**src/rtl/bmhq_pkg.sv**
```systemverilog
// Shared types, sizes and codes of the binary min-heap request queue.
package bmhq_pkg;

    localparam int CAPACITY = 64;
    localparam int ADDR_W   = $clog2(CAPACITY);
    localparam int CNT_W    = $clog2(CAPACITY + 1);
    localparam int IDX_W    = ADDR_W + 2;
    localparam int ID_W     = 16;
    localparam int URG_W    = 3;
    localparam int OCC_W    = 7;

    localparam logic REQ_INSERT  = 1'b0;
    localparam logic REQ_EXTRACT = 1'b1;

    typedef enum logic [1:0] {
        ST_INSERTED  = 2'd0,
        ST_EXTRACTED = 2'd1,
        ST_EMPTY     = 2'd2,
        ST_FULL      = 2'd3
    } t_status;

    typedef struct packed {
        logic             req_type;
        logic [ID_W-1:0]  req_id;
        logic [URG_W-1:0] urgency;
    } t_req;

    typedef struct packed {
        t_status          status;
        logic [ID_W-1:0]  out_id;
        logic [URG_W-1:0] out_urgency;
        logic [OCC_W-1:0] occupancy;
    } t_result;

    typedef struct packed {
        logic [ID_W-1:0]  id;
        logic [URG_W-1:0] urg;
    } t_entry;

    localparam int ENTRY_W = $bits(t_entry);

    typedef struct packed {
        logic    start_ins;
        logic    rd_parent;
        logic    wr_up;
        logic    wr_x;
        logic    rd_root;
        logic    rd_last;
        logic    ld_last;
        logic    rd_left;
        logic    rd_right;
        logic    wr_child;
        logic    finish;
        t_status code;
    } t_cmd;

    typedef struct packed {
        logic full;
        logic empty;
        logic pos_zero;
        logic parent_greater;
        logic lc_out;
        logic child_smaller;
    } t_flags;

endpackage

```
**src/rtl/bmhq_ram.sv**
```systemverilog
// Generic single-port-write, single-port-read RAM with registered read data.
module bmhq_ram #(
    parameter int WIDTH = 19,
    parameter int DEPTH = 64
) (
    input  logic                     i_clk,
    input  logic                     i_we,
    input  logic [$clog2(DEPTH)-1:0] i_waddr,
    input  logic [WIDTH-1:0]         i_wdata,
    input  logic [$clog2(DEPTH)-1:0] i_raddr,
    output logic [WIDTH-1:0]         o_rdata
);

    logic [WIDTH-1:0] r_mem [DEPTH];
    logic [WIDTH-1:0] r_rdata;

    always_ff @(posedge i_clk) begin
        if (i_we) begin
            r_mem[i_waddr] <= i_wdata;
        end
        r_rdata <= r_mem[i_raddr];
    end

    assign o_rdata = r_rdata;

endmodule

```
**src/rtl/bmhq_dp.sv**
```systemverilog
// Datapath of the heap queue: entry count, moving entry, slot index, RAM and result register.
module bmhq_dp
    import bmhq_pkg::*;
(
    input  logic    i_clk,
    input  logic    i_rst_n,
    input  t_req    i_req,
    input  t_cmd    i_cmd,
    output t_flags  o_flags,
    output logic    o_strobe,
    output t_result o_result
);

    logic [CNT_W-1:0]  r_count, n_count;
    logic [ADDR_W-1:0] r_pos, n_pos;
    t_entry            r_x, n_x;
    t_entry            r_top, n_top;
    t_entry            r_left, n_left;
    logic              r_strobe, n_strobe;
    t_result           r_result, n_result;

    logic              ram_we;
    logic [ADDR_W-1:0] ram_waddr;
    t_entry            ram_wdata;
    logic [ADDR_W-1:0] ram_raddr;
    logic [ENTRY_W-1:0] ram_rdata;
    t_entry            rdata;

    logic [ADDR_W-1:0] parent;
    logic [IDX_W-1:0]  lc;
    logic [IDX_W-1:0]  rc;
    logic [IDX_W-1:0]  count_x;
    logic              pick_right;
    t_entry            best;
    logic [ADDR_W-1:0] best_idx;

    bmhq_ram #(
        .WIDTH (ENTRY_W),
        .DEPTH (CAPACITY)
    ) u_ram (
        .i_clk   (i_clk),
        .i_we    (ram_we),
        .i_waddr (ram_waddr),
        .i_wdata (ram_wdata),
        .i_raddr (ram_raddr),
        .o_rdata (ram_rdata)
    );

    assign rdata   = t_entry'(ram_rdata);
    assign parent  = (r_pos - ADDR_W'(1)) >> 1;
    assign lc      = {1'b0, r_pos, 1'b1};
    assign rc      = lc + IDX_W'(1);
    assign count_x = IDX_W'(r_count);

    assign pick_right = (rc < count_x) && (rdata.urg < r_left.urg);
    assign best       = pick_right ? rdata : r_left;
    assign best_idx   = pick_right ? rc[ADDR_W-1:0] : lc[ADDR_W-1:0];

    always_comb begin
        o_flags.full           = (r_count >= CNT_W'(CAPACITY));
        o_flags.empty          = (r_count == '0);
        o_flags.pos_zero       = (r_pos == '0);
        o_flags.parent_greater = (rdata.urg > r_x.urg);
        o_flags.lc_out         = (lc >= count_x);
        o_flags.child_smaller  = (best.urg < r_x.urg);
    end

    always_comb begin
        ram_we    = 1'b0;
        ram_waddr = r_pos;
        ram_wdata = r_x;
        ram_raddr = '0;
        if (i_cmd.rd_root) begin
            ram_raddr = '0;
        end
        if (i_cmd.rd_parent) begin
            ram_raddr = parent;
        end
        if (i_cmd.rd_last) begin
            ram_raddr = ADDR_W'(r_count - CNT_W'(1));
        end
        if (i_cmd.rd_left) begin
            ram_raddr = lc[ADDR_W-1:0];
        end
        if (i_cmd.rd_right) begin
            ram_raddr = rc[ADDR_W-1:0];
        end
        if (i_cmd.wr_x) begin
            ram_we = 1'b1;
        end
        if (i_cmd.wr_up) begin
            ram_we    = 1'b1;
            ram_wdata = rdata;
        end
        if (i_cmd.wr_child) begin
            ram_we    = 1'b1;
            ram_wdata = best;
        end
    end

    always_comb begin
        n_count  = r_count;
        n_pos    = r_pos;
        n_x      = r_x;
        n_top    = r_top;
        n_left   = r_left;
        n_strobe = i_cmd.finish;
        n_result = r_result;
        if (i_cmd.start_ins) begin
            n_x.id  = i_req.req_id;
            n_x.urg = i_req.urgency;
            n_pos   = ADDR_W'(r_count);
            n_count = r_count + CNT_W'(1);
        end
        if (i_cmd.wr_up) begin
            n_pos = parent;
        end
        if (i_cmd.rd_last) begin
            n_top = rdata;
        end
        if (i_cmd.ld_last) begin
            n_x     = rdata;
            n_pos   = '0;
            n_count = r_count - CNT_W'(1);
        end
        if (i_cmd.rd_right) begin
            n_left = rdata;
        end
        if (i_cmd.wr_child) begin
            n_pos = best_idx;
        end
        if (i_cmd.finish) begin
            n_result.status      = i_cmd.code;
            n_result.out_id      = (i_cmd.code == ST_EXTRACTED) ? r_top.id : '0;
            n_result.out_urgency = (i_cmd.code == ST_EXTRACTED) ? r_top.urg : '0;
            n_result.occupancy   = OCC_W'(r_count);
        end
    end

    always_ff @(posedge i_clk) begin
        if (!i_rst_n) begin
            r_count  <= '0;
            r_strobe <= 1'b0;
        end else begin
            r_count  <= n_count;
            r_strobe <= n_strobe;
        end
        r_pos    <= n_pos;
        r_x      <= n_x;
        r_top    <= n_top;
        r_left   <= n_left;
        r_result <= n_result;
    end

    assign o_strobe = r_strobe;
    assign o_result = r_result;

endmodule

```
**src/rtl/bmhq_ctrl.sv**
```systemverilog
// Controller of the heap queue: sequences insert sift-up and extract sift-down.
module bmhq_ctrl
    import bmhq_pkg::*;
(
    input  logic   i_clk,
    input  logic   i_rst_n,
    input  logic   i_start,
    input  logic   i_req_type,
    input  t_flags i_flags,
    output t_cmd   o_cmd,
    output logic   o_busy
);

    typedef enum logic [7:0] {
        S_IDLE    = 8'b0000_0001,
        S_UP_RD   = 8'b0000_0010,
        S_UP_CMP  = 8'b0000_0100,
        S_EX_RD1  = 8'b0000_1000,
        S_EX_LAST = 8'b0001_0000,
        S_DN_RDL  = 8'b0010_0000,
        S_DN_RDR  = 8'b0100_0000,
        S_DN_CMP  = 8'b1000_0000
    } t_state;

    t_state r_state, n_state;

    always_comb begin
        n_state = r_state;
        o_cmd   = '0;
        case (r_state)
            S_IDLE: begin
                if (i_start) begin
                    if (i_req_type == REQ_INSERT) begin
                        if (i_flags.full) begin
                            o_cmd.finish = 1'b1;
                            o_cmd.code   = ST_FULL;
                        end else begin
                            o_cmd.start_ins = 1'b1;
                            n_state         = S_UP_RD;
                        end
                    end else begin
                        if (i_flags.empty) begin
                            o_cmd.finish = 1'b1;
                            o_cmd.code   = ST_EMPTY;
                        end else begin
                            o_cmd.rd_root = 1'b1;
                            n_state       = S_EX_RD1;
                        end
                    end
                end
            end
            S_UP_RD: begin
                if (i_flags.pos_zero) begin
                    o_cmd.wr_x   = 1'b1;
                    o_cmd.finish = 1'b1;
                    o_cmd.code   = ST_INSERTED;
                    n_state      = S_IDLE;
                end else begin
                    o_cmd.rd_parent = 1'b1;
                    n_state         = S_UP_CMP;
                end
            end
            S_UP_CMP: begin
                if (i_flags.parent_greater) begin
                    o_cmd.wr_up = 1'b1;
                    n_state     = S_UP_RD;
                end else begin
                    o_cmd.wr_x   = 1'b1;
                    o_cmd.finish = 1'b1;
                    o_cmd.code   = ST_INSERTED;
                    n_state      = S_IDLE;
                end
            end
            S_EX_RD1: begin
                o_cmd.rd_last = 1'b1;
                n_state       = S_EX_LAST;
            end
            S_EX_LAST: begin
                o_cmd.ld_last = 1'b1;
                n_state       = S_DN_RDL;
            end
            S_DN_RDL: begin
                if (i_flags.lc_out) begin
                    o_cmd.wr_x   = 1'b1;
                    o_cmd.finish = 1'b1;
                    o_cmd.code   = ST_EXTRACTED;
                    n_state      = S_IDLE;
                end else begin
                    o_cmd.rd_left = 1'b1;
                    n_state       = S_DN_RDR;
                end
            end
            S_DN_RDR: begin
                o_cmd.rd_right = 1'b1;
                n_state        = S_DN_CMP;
            end
            S_DN_CMP: begin
                if (i_flags.child_smaller) begin
                    o_cmd.wr_child = 1'b1;
                    n_state        = S_DN_RDL;
                end else begin
                    o_cmd.wr_x   = 1'b1;
                    o_cmd.finish = 1'b1;
                    o_cmd.code   = ST_EXTRACTED;
                    n_state      = S_IDLE;
                end
            end
            default: begin
                n_state = S_IDLE;
            end
        endcase
    end

    always_ff @(posedge i_clk) begin
        if (!i_rst_n) begin
            r_state <= S_IDLE;
        end else begin
            r_state <= n_state;
        end
    end

    assign o_busy = (r_state != S_IDLE);

endmodule

```
**src/rtl/binary_min_heap_queue.sv**
```systemverilog
// Top level of the binary min-heap request queue.
//
//  channel   ports                         beat taken when
//  request   start, busy, i_req            start high and busy low at a clock edge
//  result    o_strobe, o_result            o_strobe high; receiver cannot stall
//
//  Insert holds busy while it sifts up and extract while it sifts down; at most 6
//  levels are walked for 64 entries; empty and full cases never raise busy.
//  The RAM has a single read port with registered data: one read per step.
//  The result beat appears in the cycle after the final heap write; a new beat may
//  be taken in that same cycle.
//  Reset clears the entry count and the controller; heap contents are left as is.
module binary_min_heap_queue
    import bmhq_pkg::*;
(
    input  logic    i_clk,
    input  logic    i_rst_n,
    input  logic    start,
    input  t_req    i_req,
    output logic    busy,
    output logic    o_strobe,
    output t_result o_result
);

    t_cmd   cmd;
    t_flags flags;

    bmhq_ctrl u_ctrl (
        .i_clk      (i_clk),
        .i_rst_n    (i_rst_n),
        .i_start    (start),
        .i_req_type (i_req.req_type),
        .i_flags    (flags),
        .o_cmd      (cmd),
        .o_busy     (busy)
    );

    bmhq_dp u_dp (
        .i_clk    (i_clk),
        .i_rst_n  (i_rst_n),
        .i_req    (i_req),
        .i_cmd    (cmd),
        .o_flags  (flags),
        .o_strobe (o_strobe),
        .o_result (o_result)
    );

    a_strobe_idle: assert property (@(posedge i_clk) disable iff (!i_rst_n)
        o_strobe |-> !busy)
        else $error("result beat while busy");

    a_zero_payload: assert property (@(posedge i_clk) disable iff (!i_rst_n)
        (o_strobe && o_result.status != ST_EXTRACTED) |->
            (o_result.out_id == '0 && o_result.out_urgency == '0))
        else $error("nonzero payload on non-extract beat");

    a_insert_occ: assert property (@(posedge i_clk) disable iff (!i_rst_n)
        (o_strobe && o_result.status == ST_INSERTED) |-> (o_result.occupancy != '0))
        else $error("insert left queue empty");

    a_full_occ: assert property (@(posedge i_clk) disable iff (!i_rst_n)
        (o_strobe && o_result.status == ST_FULL) |->
            (o_result.occupancy == OCC_W'(CAPACITY)))
        else $error("full status below capacity");

endmodule
```
**config.mk**
```make
export PLATFORM = sky130hd
export DESIGN_NAME = binary_min_heap_queue
export DESIGN_NICKNAME = d
export VERILOG_FILES = /design/src/rtl/bmhq_pkg.sv /design/src/rtl/bmhq_ram.sv /design/src/rtl/bmhq_dp.sv /design/src/rtl/bmhq_ctrl.sv /design/src/rtl/binary_min_heap_queue.sv
export SDC_FILE = /design/constraint.sdc
export NUM_CORES = 2
export LEC_CHECK = 0
export BUFFER_PORTS_ARGS = -buffer_cell sky130_fd_sc_hd__buf_4
export CORE_UTILIZATION = 60
export DETAILED_ROUTE_END_ITERATION = 8
export PLACE_DENSITY = 0.72
export SLEW_MARGIN = 25
export SYNTH_ARGS = -nofsm -noshare
export SYNTH_HDL_FRONTEND = slang
export SYNTH_SLANG_ARGS = --single-unit
```
**constraint.sdc**
```tcl
create_clock -name i_clk -period 11.7 [get_ports i_clk]
set_clock_uncertainty 0.1 [all_clocks]
set_input_delay 1.17 -clock i_clk [delete_from_list [all_inputs] [get_ports i_clk]]
set_output_delay 1.17 -clock i_clk [all_outputs]
set_load 0.01 [all_outputs]
```
==> results.toml <==
[critical_path]
rrSetupSlack_ns = 5.09
rr_endpoint = "u_dp.u_ram.o_rdata[16]"
r2r_cells = 13
path_common_cell = "buf_4"
arrival_ns = 7.18
start_kind = "register"
worstSetupPathType = "register to register"
max_stage_delay_ns = 0.88
slowest_stage = "or3_1"
path_buf_inv = 3
required_ns = 12.27
cp_max_fo = 166
critical_path.top_delay_family = "compound AO/OA/AOI/OAI gates"
r2r-start = "u_dp.r_pos[4]"
cp_cell_sequence = "or3_1, o211ai_1, o221ai_4, buf_4, nor2_4, buf_12, buf_4, mux2_2, nor2_1, a31oi_1, a21oi_1, o22ai_1, a2bb2oi_1"
cp-end-kind = "register"

[hold_path]
hp-class = "register to register"
min-delay-start = "u_dp.u_ram.o_rdata[7]"
holdPathStages = 0
whs_endpoint = "u_dp.r_left[7]"

[timing]
finalSetupViolations = 0
fin_crit_sh_pct = 56.5
tns_ns = 0
finalCriticalPeriod_ns = 6.61
maxSlewViolCount = 0
rsz0062_at_grt = "no"
relSlewSlack_pct = 18.3
finalWorstSetupSlack_ns = 5.09
fmax_mhz = 151
worst_pin_slew_ns = 1.22
hold_viol = 0

[clocking]
cts.path.max_buffers = 3
cts_tree = "built"
root_buffer = "clkbuf_16"
h-tree-depth = 4
path_clk_slew_ns = 0.06
clk_latency_ns = 0.75
clock_sinks = 1342
cts_setup_buffers = 0
cts_buffers = 136
ctsHoldBuffers = 0
postCtsResizedCells = 0

[synth]
yosys_warnings = 0
synth_largest_area_cell = "edfxtp_1"
ys_seq_elements = 1342
syn_nets = 4126
synthesis.area_um2 = 55100
ys_top_cells_by_area = "edfxtp_1 (71%), nand2_1 (5.0%), nand3_1 (3.4%)"
syn_area_per_cell_um2 = 13.5
synth_cell_types = 83
ys_seq_area_share_pct = 72.5
synth_top_area_share_pct = 71.2
async_reset_ff_share_pct = 0
syn_inst = 4078
synth_edf_count = 1307
synth-main-ff-cell = "edfxtp_1"

[run_status]
outcome = "finished, violations left"
violations = "DRC"

[routing]
wl_mm = 180
vias = 38100
wl_met3_mm = 27.2
viasPerCell = 7.02
wl_met1_mm = 63.4
wl_met2_mm = 77.6
drt_first_iter_violations = 6670
drc = 1
drtPass1Iterations = 9
wl_per_cell_um = 33.1
postRouteAntennaNets = 0
highest_layer = "met5"

[layout]
final_util_pct = 68.4
drive_gt1_share_pct = 12.6
syn_to_final_growth_pct = 12.4
fin_nets = 4184
final_cell_mix = "edfxtp_1 (1307), nand2_1 (736), nand3_1 (372)"
n_fill_cell = 6164
layout.cells.most_common = "edfxtp_1"

[power_and_ir_drop]
comb_power_share_pct = 4.5
clkPwrFrac_pct = 42.5
p_seq_share_pct = 53.0
powerDensity_nw_per_um2 = 163
intPower_mw = 7.88
swShare_pct = 22.0
ir_drop_mv = 0.128
p_leak_nw = 20.4
p_sw_mw = 2.23

[floorplanning]
die_area_um2 = 93100
core.rowCount = 110
fp.dieW_um = 305
die_h_um = 305
start_util_pct = 60.9
io_pins = 53
coreArea_um2 = 90600

[global_route]
grt_max_degree = 167
antenna_found_initial = 12
grt_first_pass_wirelength_mm = 254
overflow = 0
grt_util_all_layers_pct = 38.5
grt_pass1_vias = 35600

[place]
hpwl_mm = 100
io_buffers = 52
pre_cts_ws_ns = 4.76
gp_congestion = 0.955

[run]
maxCapViolations = 0
## power by group through the flow
stage          Sequential, mW  Combinational (mW)  Clock [mW]
2_1_floorplan            5.44               0.247           0
3_3_place_gp             5.46               0.435           0
3_5_place_dp             5.46               0.442           0
4_1_cts                  5.36               0.444        4.30
5_1_grt                  5.36               0.479        4.47
6_report                 5.36               0.459        4.29
## cells in the mapped netlist (12+ instances only)
| cell type | n |
|---|---|
| edfxtp_1 | 1307 |
| nand2_1 | 737 |
| nand3_1 | 374 |
| a21oi_1 | 185 |
| nor2_1 | 152 |
| mux2i_1 | 111 |
| clkbuf_1 | 107 |
| a211oi_1 | 106 |
| buf_2 | 103 |
| o21ai_0 | 103 |
| nor3_1 | 74 |
| a31oi_1 | 65 |
| inv_1 | 55 |
| and3_1 | 50 |
| a221oi_1 | 38 |
| o22ai_1 | 37 |
| nor2b_1 | 36 |
| dfxtp_1 | 35 |
| ha_1 | 25 |
| a22oi_1 | 24 |
| buf_1 | 22 |
| mux2_2 | 22 |
| buf_4 | 21 |
| o211ai_1 | 20 |
| xnor2_1 | 17 |
| mux4_2 | 16 |
| nor4_1 | 13 |
| nand4_1 | 12 |
## metrics by stage
step	power (mW)	hold slack [ns]	cell area, um2	cells
4_1_cts	10.1	0.431	61900	5422
3_3_place_gp	5.89	0.411	57500	5171
5_1_grt	10.3	0.438	61900	5424
3_5_place_dp	5.90	0.422	57500	5172
2_1_floorplan	5.69	0.306	55100	4078
6_report	10.1	0.426	62000	5428
## worst register-to-register path, stage by stage, from the launching register on
cell and delay [ns]:
edfxtp_1 0.66, or3_1 0.89, o211ai_1 0.72, o221ai_4 0.19
buf_4 0.35, nor2_4 0.30, buf_12 0.61, buf_4 0.78
mux2_2 0.46, nor2_1 0.11, a31oi_1 0.08, a21oi_1 0.56
o22ai_1 0.45, a2bb2oi_1 0.29
## kinds of logic after synthesis
group	synth area share, %
AO/OA/AOI/OAI	8.75
flip-flops	72.5
AND/OR/NAND/NOR	12.2
multiplexers	3.12
buffers and inverters	2.54
adder cells (fa/ha/maj)	0.567
XOR/XNOR	0.334
## cell type report
class | instances | area [um2] | share of cell area, %
Inverter | 56 | 210 | 0.339
Sequential cell | 1342 | 39900 | 64.5
Multi-Input combinational cell | 2424 | 14600 | 23.5
Clock buffer | 179 | 3670 | 5.92
Antenna cell | 4 | 10.0 | 0.0162
Timing Repair Buffer | 176 | 1400 | 2.25
Clock inverter | 71 | 702 | 1.13
Tap cell | 1176 | 1470 | 2.37
## routing by layer
metal | GRT usage (%) | vias to the layer above
met5 | 0 | -
met4 | 21.8 | 20
met3 | 12.4 | 645
met2 | 56.1 | 3138
met1 | 51.4 | 18600
li1 | - | 15700
## registers in the layout (all words and copies together) (netlist names)
signal,cells
u_dp.r_count,7
u_ctrl.r_state,8
u_dp.r_x,19
u_dp.u_ram.o_rdata,19
u_dp.o_result,28
u_dp.u_ram.r_mem,1216
u_dp.r_top,19
u_dp.o_strobe,1
u_dp.r_left,19
u_dp.r_pos,6
## how the worst max path moves through the flow
stage	from	endpoint	slack (ns)	depth (start not counted)
global placement	u_dp.r_pos[0]	u_dp.u_ram.o_rdata[8]	4.94	15
floorplan	u_dp.r_pos[0]	u_dp.u_ram.r_mem[0][10]	4.83	20
detailed placement	u_dp.r_pos[0]	u_dp.u_ram.o_rdata[8]	4.76	15
CTS	u_dp.r_pos[0]	u_dp.u_ram.o_rdata[8]	4.72	15
finish	u_dp.r_pos[4]	u_dp.u_ram.o_rdata[16]	5.09	13
global route	u_dp.r_pos[0]	u_dp.u_ram.o_rdata[8]	4.93	15
No activity file was read; power rests on OpenSTA's default activity.
